==> config.mk <==
export PLATFORM = sky130hd
export DESIGN_NAME = sjf_nonpreemptive_scheduler
export DESIGN_NICKNAME = d
export VERILOG_FILES = /design/src/design/sjf_pkg.sv /design/src/design/sjf_cell.sv /design/src/design/sjf_nonpreemptive_scheduler.sv
export SDC_FILE = /design/constraint.sdc
export NUM_CORES = 1
export LEC_CHECK = 0
export BUFFER_PORTS_ARGS = -buffer_cell sky130_fd_sc_hd__buf_4
export CAP_MARGIN = 20
export CORE_ASPECT_RATIO = 1.75
export CORE_MARGIN = 2
export CORE_UTILIZATION = 35
export CTS_BUF_LIST = sky130_fd_sc_hd__clkbuf_8
export DETAILED_ROUTE_END_ITERATION = 6
export GPL_TIMING_DRIVEN = 0
export SLEW_MARGIN = 25
export SYNTH_ARGS = -nofsm -noshare
export SYNTH_HDL_FRONTEND = slang
export SYNTH_SLANG_ARGS = --single-unit
==> constraint.sdc <==
create_clock -name clk -period 16.4 [get_ports clk]
set_clock_uncertainty 0.1 [all_clocks]
set_input_delay 2.46 -clock clk [delete_from_list [all_inputs] [get_ports clk]]
set_output_delay 2.46 -clock clk [all_outputs]
set_load 0.03 [all_outputs]
==> src/design/sjf_pkg.sv <==
// Package: shared payload types and constants for the SJF scheduler.
`default_nettype none
package sjf_pkg;
    localparam int TIME_W = 21;
    localparam logic [TIME_W-1:0] TIME_MAX = 21'h1FFFFF;

    typedef struct packed {
        logic [15:0] job_id;
        logic [15:0] arrival_time;
        logic [15:0] burst_time;
        logic        last_job;
    } in_word_t;

    typedef struct packed {
        logic [15:0]       out_job_id;
        logic [15:0]       out_arrival;
        logic [15:0]       out_burst;
        logic [TIME_W-1:0] wait_time;
        logic [TIME_W-1:0] turnaround_time;
        logic [TIME_W-1:0] completion_time;
        logic              last_result;
    } out_word_t;

    // Job record carried around the cell ring.
    typedef struct packed {
        logic        valid;
        logic        done;
        logic [15:0] id;
        logic [15:0] arrival;
        logic [15:0] burst;
    } job_t;

    // Control from the sequencer to every cell.
    typedef struct packed {
        logic load;   // shift in a new job at the head
        logic rotate; // pass records one place around the ring
        logic mark;   // set done on the record leaving the tail
        logic clear;  // drop all records
    } cell_ctrl_t;
endpackage
`default_nettype wire

==> src/design/sjf_cell.sv <==
// Cell: one stored job record, handed to the next cell on load or rotate.
`default_nettype none
module sjf_cell (
    input  wire logic              clk,
    input  wire logic              rst_n,
    input  wire sjf_pkg::cell_ctrl_t ctrl,
    input  wire sjf_pkg::job_t     prev_job,
    output sjf_pkg::job_t          job
);
    sjf_pkg::job_t job_next;
    logic          valid_reg;
    logic          done_reg;
    logic [15:0]   id_reg;
    logic [15:0]   arrival_reg;
    logic [15:0]   burst_reg;

    assign job = {valid_reg, done_reg, id_reg, arrival_reg, burst_reg};

    always_comb
    begin
        job_next = job;
        if (ctrl.clear)
        begin
            job_next.valid = 1'b0;
            job_next.done  = 1'b0;
        end
        else if (ctrl.load || ctrl.rotate)
        begin
            job_next = prev_job;
        end
    end

    always_ff @(posedge clk or negedge rst_n)
    begin
        if (!rst_n)
        begin
            valid_reg <= 1'b0;
            done_reg  <= 1'b0;
        end
        else
        begin
            valid_reg <= job_next.valid;
            done_reg  <= job_next.done;
        end
    end

    always_ff @(posedge clk)
    begin
        id_reg      <= job_next.id;
        arrival_reg <= job_next.arrival;
        burst_reg   <= job_next.burst;
    end
endmodule
`default_nettype wire

==> src/design/sjf_nonpreemptive_scheduler.sv <==
// Top level: non-preemptive shortest-job-first scheduler on a ring of job cells.
`default_nettype none
// Jobs load one word per cycle into a ring of MAX_JOBS cells; the word with
// last_job set starts a schedule. Each decision rotates the ring through two
// full turns: the first finds the earliest arrival among unfinished jobs,
// the second picks the smallest burst among arrived jobs (ties to earlier
// arrival, then load order). A third turn brings the winner to the tail,
// where it is marked done and its result word is formed. A word beyond
// capacity is dropped, but its last_job bit still schedules. Times
// saturate at 2097151. The block takes no input while scheduling.
module sjf_nonpreemptive_scheduler #(
    parameter int MAX_JOBS = 16
) (
    input  wire logic              clk,
    input  wire logic              rst_n,
    input  wire logic              in_valid,
    output logic                   in_stall,
    input  wire sjf_pkg::in_word_t in_data,
    output logic                   out_valid,
    input  wire logic              out_stall,
    output sjf_pkg::out_word_t     out_data
);
    localparam int IW = $clog2(MAX_JOBS + 1);
    localparam int TW = sjf_pkg::TIME_W;

    typedef enum logic [4:0] {
        ST_LOAD  = 5'b00001,
        ST_EARLY = 5'b00010,
        ST_PICK  = 5'b00100,
        ST_SEEK  = 5'b01000,
        ST_EMIT  = 5'b10000
    } state_t;

    state_t state_reg, state_next;
    logic [IW-1:0] count_reg, count_next;     // stored jobs
    logic [IW-1:0] left_reg, left_next;       // results still to give
    logic [IW-1:0] step_reg, step_next;       // rotation position
    logic [IW-1:0] best_reg, best_next;       // best position in this turn
    logic          found_reg, found_next;
    logic [15:0]   key_a_reg, key_a_next;     // earliest arrival / best arrival
    logic [15:0]   key_b_reg, key_b_next;     // best burst
    logic [TW-1:0] time_reg, time_next;
    logic          out_valid_reg, out_valid_next;
    sjf_pkg::out_word_t out_reg, out_next;

    sjf_pkg::cell_ctrl_t ctrl;
    sjf_pkg::job_t       ring [MAX_JOBS];
    sjf_pkg::job_t       head_in;
    sjf_pkg::job_t       tail;
    sjf_pkg::job_t       new_job;

    assign tail = ring[MAX_JOBS-1];

    genvar g;
    generate
        for (g = 0; g < MAX_JOBS; g++)
        begin : g_cell
            sjf_cell u_cell (
                .clk      (clk),
                .rst_n    (rst_n),
                .ctrl     (ctrl),
                .prev_job ((g == 0) ? head_in : ring[(g == 0) ? 0 : g-1]),
                .job      (ring[g])
            );
        end
    endgenerate

    logic accept_in;
    logic out_free;
    logic live;
    logic [TW:0] done_sum;
    logic [TW-1:0] done_t;
    logic [TW-1:0] arr_t;

    assign in_stall  = (state_reg != ST_LOAD);
    assign accept_in = in_valid && !in_stall;
    assign out_free  = !out_valid_reg || !out_stall;
    assign live      = tail.valid && !tail.done;
    assign arr_t     = {{(TW-16){1'b0}}, tail.arrival};
    assign done_sum  = {1'b0, time_reg} + {{(TW-15){1'b0}}, tail.burst};
    assign done_t    = done_sum[TW] ? sjf_pkg::TIME_MAX : done_sum[TW-1:0];

    always_comb
    begin
        new_job.valid   = 1'b1;
        new_job.done    = 1'b0;
        new_job.id      = in_data.job_id;
        new_job.arrival = in_data.arrival_time;
        new_job.burst   = in_data.burst_time;
        // Loads enter at the head; rotation feeds the tail back round,
        // setting done on the winner as it passes.
        head_in         = tail;
        if (ctrl.mark)
        begin
            head_in.done = 1'b1;
        end
        if (ctrl.load)
        begin
            head_in = new_job;
        end
    end

    always_comb
    begin
        state_next     = state_reg;
        count_next     = count_reg;
        left_next      = left_reg;
        step_next      = step_reg;
        best_next      = best_reg;
        found_next     = found_reg;
        key_a_next     = key_a_reg;
        key_b_next     = key_b_reg;
        time_next      = time_reg;
        out_valid_next = out_valid_reg && out_stall;
        out_next       = out_reg;
        ctrl           = '0;

        case (state_reg)
            ST_LOAD:
            begin
                if (accept_in)
                begin
                    // Loads fill from the head; the ring is full when count
                    // reaches capacity, and oldest jobs sit nearest the tail.
                    if (count_reg < IW'(MAX_JOBS))
                    begin
                        ctrl.load  = 1'b1;
                        count_next = count_reg + 1'b1;
                    end
                    if (in_data.last_job)
                    begin
                        time_next  = '0;
                        left_next  = (count_reg < IW'(MAX_JOBS))
                                     ? count_reg + 1'b1 : count_reg;
                        step_next  = '0;
                        found_next = 1'b0;
                        state_next = ST_EARLY;
                    end
                end
            end

            ST_EARLY:
            begin
                // Find earliest unfinished arrival over one full turn.
                ctrl.rotate = 1'b1;
                if (live && (!found_reg || tail.arrival < key_a_reg))
                begin
                    key_a_next = tail.arrival;
                    found_next = 1'b1;
                end
                step_next = step_reg + 1'b1;
                if (step_reg == IW'(MAX_JOBS - 1))
                begin
                    // Jump the clock forward when nothing has arrived yet.
                    if (found_next && {{(TW-16){1'b0}}, key_a_next} > time_reg)
                    begin
                        time_next = {{(TW-16){1'b0}}, key_a_next};
                    end
                    step_next  = '0;
                    found_next = 1'b0;
                    state_next = ST_PICK;
                end
            end

            ST_PICK:
            begin
                // Tail order within a turn is load order, so a strict
                // compare keeps the earlier load on a full tie.
                ctrl.rotate = 1'b1;
                if (live && arr_t <= time_reg &&
                    (!found_reg || tail.burst < key_b_reg ||
                     (tail.burst == key_b_reg && tail.arrival < key_a_reg)))
                begin
                    key_a_next = tail.arrival;
                    key_b_next = tail.burst;
                    best_next  = step_reg;
                    found_next = 1'b1;
                end
                step_next = step_reg + 1'b1;
                if (step_reg == IW'(MAX_JOBS - 1))
                begin
                    step_next  = '0;
                    state_next = ST_SEEK;
                end
            end

            ST_SEEK:
            begin
                if (step_reg == best_reg)
                begin
                    state_next = ST_EMIT;
                end
                else
                begin
                    ctrl.rotate = 1'b1;
                    step_next   = step_reg + 1'b1;
                end
            end

            ST_EMIT:
            begin
                if (out_free)
                begin
                    // Winner sits at the tail: emit, mark done, finish the turn.
                    ctrl.rotate = 1'b1;
                    ctrl.mark   = 1'b1;
                    out_valid_next           = 1'b1;
                    out_next.out_job_id      = tail.id;
                    out_next.out_arrival     = tail.arrival;
                    out_next.out_burst       = tail.burst;
                    out_next.wait_time       = time_reg - arr_t;
                    out_next.turnaround_time = done_t - arr_t;
                    out_next.completion_time = done_t;
                    out_next.last_result     = (left_reg == IW'(1));
                    time_next  = done_t;
                    left_next  = left_reg - 1'b1;
                    // Remaining rotation of the turn realigns the ring.
                    step_next  = step_reg + 1'b1;
                    found_next = 1'b0;
                    state_next = ST_SEEK;
                    best_next  = '0;
                    if (step_reg == IW'(MAX_JOBS - 1))
                    begin
                        step_next = '0;
                        state_next = (left_reg == IW'(1)) ? ST_LOAD : ST_EARLY;
                    end
                    if (left_reg == IW'(1))
                    begin
                        count_next = '0;
                        if (step_reg == IW'(MAX_JOBS - 1))
                        begin
                            ctrl.rotate = 1'b0;
                            ctrl.mark   = 1'b0;
                            ctrl.clear  = 1'b1;
                        end
                    end
                end
            end

            default:
            begin
                state_next = ST_LOAD;
            end
        endcase

        // Realign pass after an emit: rotate until a full turn is done.
        if (state_reg == ST_SEEK && best_reg == '0 && step_reg != '0)
        begin
            ctrl.rotate = 1'b1;
            state_next  = ST_SEEK;
            step_next   = step_reg + 1'b1;
            if (step_reg == IW'(MAX_JOBS - 1))
            begin
                step_next = '0;
                if (left_reg == '0)
                begin
                    ctrl.rotate = 1'b0;
                    ctrl.clear  = 1'b1;
                    state_next  = ST_LOAD;
                end
                else
                begin
                    state_next = ST_EARLY;
                end
            end
        end
    end

    always_ff @(posedge clk or negedge rst_n)
    begin
        if (!rst_n)
        begin
            state_reg     <= ST_LOAD;
            count_reg     <= '0;
            left_reg      <= '0;
            step_reg      <= '0;
            best_reg      <= '0;
            found_reg     <= 1'b0;
            time_reg      <= '0;
            out_valid_reg <= 1'b0;
        end
        else
        begin
            state_reg     <= state_next;
            count_reg     <= count_next;
            left_reg      <= left_next;
            step_reg      <= step_next;
            best_reg      <= best_next;
            found_reg     <= found_next;
            time_reg      <= time_next;
            out_valid_reg <= out_valid_next;
        end
    end

    always_ff @(posedge clk)
    begin
        key_a_reg <= key_a_next;
        key_b_reg <= key_b_next;
        out_reg   <= out_next;
    end

    assign out_valid = out_valid_reg;
    assign out_data  = out_reg;

`ifndef SYNTH
    a_count_cap: assert property (@(posedge clk) disable iff (!rst_n)
        count_reg <= IW'(MAX_JOBS))
        else $error("job count beyond capacity");
    a_no_load_busy: assert property (@(posedge clk) disable iff (!rst_n)
        state_reg != ST_LOAD |-> !ctrl.load)
        else $error("load while scheduling");
    a_emit_live: assert property (@(posedge clk) disable iff (!rst_n)
        ctrl.mark |-> live)
        else $error("emitted a finished or empty record");
`endif
endmodule
`default_nettype wire
==> results.py <==
metrics = {
    "detailed_routing": {
        "detail-route-antenna-nets": 0,
        "wl_met3_um": 3190,
        "drc": 0,
        "wl_met2_um": 34100,
        "drt_iter0_drc": 1137,
        "dr.pass1.iters": 4,
        "wire_per_inst_um": 18.5,
        "vias": 17400,
        "highest_layer": "met4",
        "met1Wirelength_um": 28500,
        "drt-total-wl_um": 68500,
        "vias_per_cell": 4.68,
    },
    "yosys": {
        "yosysMostFrequentCell": "edfxtp_1",
        "ys_ff_latch": 992,
        "ys_warn_count": 0,
        "synth_area_leaders": "edfxtp_1 (76%), dfrtp_1 (5.5%), ha_1 (3.5%)",
        "synth_fp_nets": 2088,
        "synthArstFlopShare_pct": 8.06,
        "ys_seq_area_share_pct": 81.6,
        "synthesis.instances": 1930,
        "yosysTopAreaCell": "edfxtp_1",
        "synthDistinctLibCells": 79,
        "synth_top_area_share_pct": 76.0,
        "synth_edf_count": 912,
        "ys.flop_type": "edfxtp_1",
        "synth_area_per_cell_um2": 18.7,
        "synth_area_um2": 36000,
        "ys_top_cells_by_count": "edfxtp_1 (912), inv_1 (107), ha_1 (102)",
    },
    "clocking": {
        "root_buffer": "clkbuf_8",
        "cts.clk_slew.worst_paths_ns": 0.07,
        "postCtsSetupRepairBufs": 0,
        "cts_hold_buf": 0,
        "cts_sinks": 992,
        "postCtsResizedCells": 0,
        "clock_latency_ns": 0.86,
        "clockBufferDepth": 3,
        "cts_tree": "built",
        "cts_made_buffers": 147,
        "h-tree-depth": 4,
    },
    "timing": {
        "finalSetupTns_ns": 0,
        "final.min_clock_period_ns": 7.10,
        "setup_viol": 0,
        "whs_ns": 0.288,
        "rsz0062_at_grt": "false",
        "slew_headroom_pct": 36.3,
        "worst_slew_pin_slew_ns": 0.956,
        "finalCritPeriodShare_pct": 43.3,
        "hold_violations": 0,
        "fmax_mhz": 141,
        "finalMaxSlewViolations": 0,
        "setup_slack_ns": 9.30,
    },
    "global_routing": {
        "grt_pass1_vias": 18000,
        "grt_max_degree": 101,
        "grt-ovfl-total": 0,
        "antenna_found_initial": 7,
        "grt_pass1_wl_um": 104000,
        "grt_use_total_pct": 13.2,
    },
    "worst_setup_path": {
        "cp-startpoint": "g_cell[15].u_cell.arrival_reg[9]",
        "cp-end-kind": "flop",
        "critPathLaunchType": "flop",
        "critPathArrivalTime_ns": 7.72,
        "critPathMaxFanout": 10,
        "required_ns": 17.02,
        "crit_type": "reg2reg",
        "r2r-start": "g_cell[15].u_cell.arrival_reg[9]",
    },
    "placement": {
        "gp_congestion": 0.859,
        "dpl_worst_slack_ns": 9.31,
        "dp.cells": 3441,
        "portBuffers": 166,
        "placed_area_um2": 39300,
        "dp_hpwl_um": 43900,
    },
    "layout": {
        "final_cell_area_um2": 42200,
        "fillers": 9192,
        "instances_no_fill": 3712,
        "drive_above_1_share_pct": 20.3,
        "fin_nets": 2414,
        "area_growth_pct": 17.3,
        "final_util_pct": 41.4,
    },
    "floorplanning": {
        "core_area_um2": 102000,
        "io_pins": 167,
        "dieArea_um2": 106000,
        "fp.dieW_um": 247,
        "rows": 155,
        "initial_core_util_pct": 35.3,
        "die_y_um": 428,
    },
    "run": {
        "drv_cap": 0,
    },
    "worst_hold_path": {
        "min_from": "g_cell[11].u_cell.arrival_reg[3]",
        "hold_path_class": "reg2reg",
    },
    "run_status": {
        "status": "completed",
    },
    "power_and_ir_drop": {
        "powerDensity_nw_per_um2": 214,
        "irDropWorstVdd_mv": 0.119,
        "p_leak_nw": 15.5,
        "total_power_mw": 9.04,
    },
}
## report_power, final
group | leakage [nW] | internal [mW] | switching, mW
registers | 9.65 | 4.59 | 0.462
logic | 4.22 | 0.643 | 1.30
clock network | 1.61 | 1.08 | 0.965
## placed cells by master (no fill, tap or decap), types with 6 or more instances in the layout
master        n
nand4_1      13
inv_1       137
xor2_1       17
buf_4       170
nand2_1      90
nor2b_1      10
diode_2       7
clkinv_1     35
dfrtp_1      79
buf_6         9
ha_1        102
clkbuf_1     18
mux2i_1      23
clkbuf_8    148
o21ai_0      53
mux2_2       53
nor3_1       19
a21oi_1      59
xnor2_1      36
clkinvlp_4    7
clkinv_2     18
edfxtp_1    912
nor4_1        6
nor2_1       64
a22o_1       35
a21o_1       32
and2_1        7
nand3_1      21
o211ai_1      6
buf_16       10
bufinv_16    14
nand2b_1     22
a31oi_1       8
o21a_1       17
o221ai_2      9
## kinds of logic (layout without fill, tap and decap cells)
kind of cell             Yosys count  after routing  share of synthesized area [%]
AO/OA/AOI/OAI                    273            273                           5.38
XOR/XNOR                          53             53                           1.29
buffers and inverters            144            585                           1.71
flip-flops                       992            992                           81.6
AND/OR/NAND/NOR                  287            287                           4.02
other                              0              7                              0
adder cells (fa/ha/maj)          105            105                           3.71
multiplexers                      76             76                           2.30
## worst paths after layout
check,to,cells past startpoint,slack [ns]
worst max register to register,time_reg[12],20,9.30
worst max-delay path,time_reg[12],20,9.30
worst min register to register,g_cell[12].u_cell.arrival_reg[3],0,0.29
min in group asynchronous,left_reg[2],1,1.60
max in group asynchronous,g_cell[9].u_cell.done_reg,1,14.01
worst min-delay path,g_cell[12].u_cell.arrival_reg[3],0,0.29
## worst max-delay path, cell delays in order (launching register included)
cell       delay, ns
edfxtp_1        0.69
ha_1            0.35
a21oi_1         0.14
nor2b_1         0.08
nor3_1          0.52
o211a_1         0.42
o41ai_4         0.14
a21oi_4         0.45
buf_6           0.26
mux2i_1         0.52
inv_1           0.10
ha_1            0.30
nand3_1         0.14
o21bai_1        0.13
a31oi_1         0.13
o31a_1          0.35
a2111oi_1       0.79
a311o_2         0.40
nand2_1         0.34
and3_1          0.34
a221o_1         0.25
## area by class of cell
type                            instances  area [µm²]  area share, %
Clock inverter                        116         932           2.21
Inverter                              107         409          0.969
Clock buffer                          148        2040           4.82
Sequential cell                       992       29400           69.6
Buffer                                 37         228          0.539
Tap cell                             1334        1670           3.95
Antenna cell                            7        17.5         0.0415
Multi-Input combinational cell        794        6030           14.3
Timing Repair Buffer                  177        1540           3.64
## layer usage
metal	vias up	global-route usage [%]
li1	8101	-
met1	8654	16.0
met2	436	21.7
met3	165	3.24
met4	0	6.75
met5	-	0
Note: power is estimated with default switching activity, not from simulation.
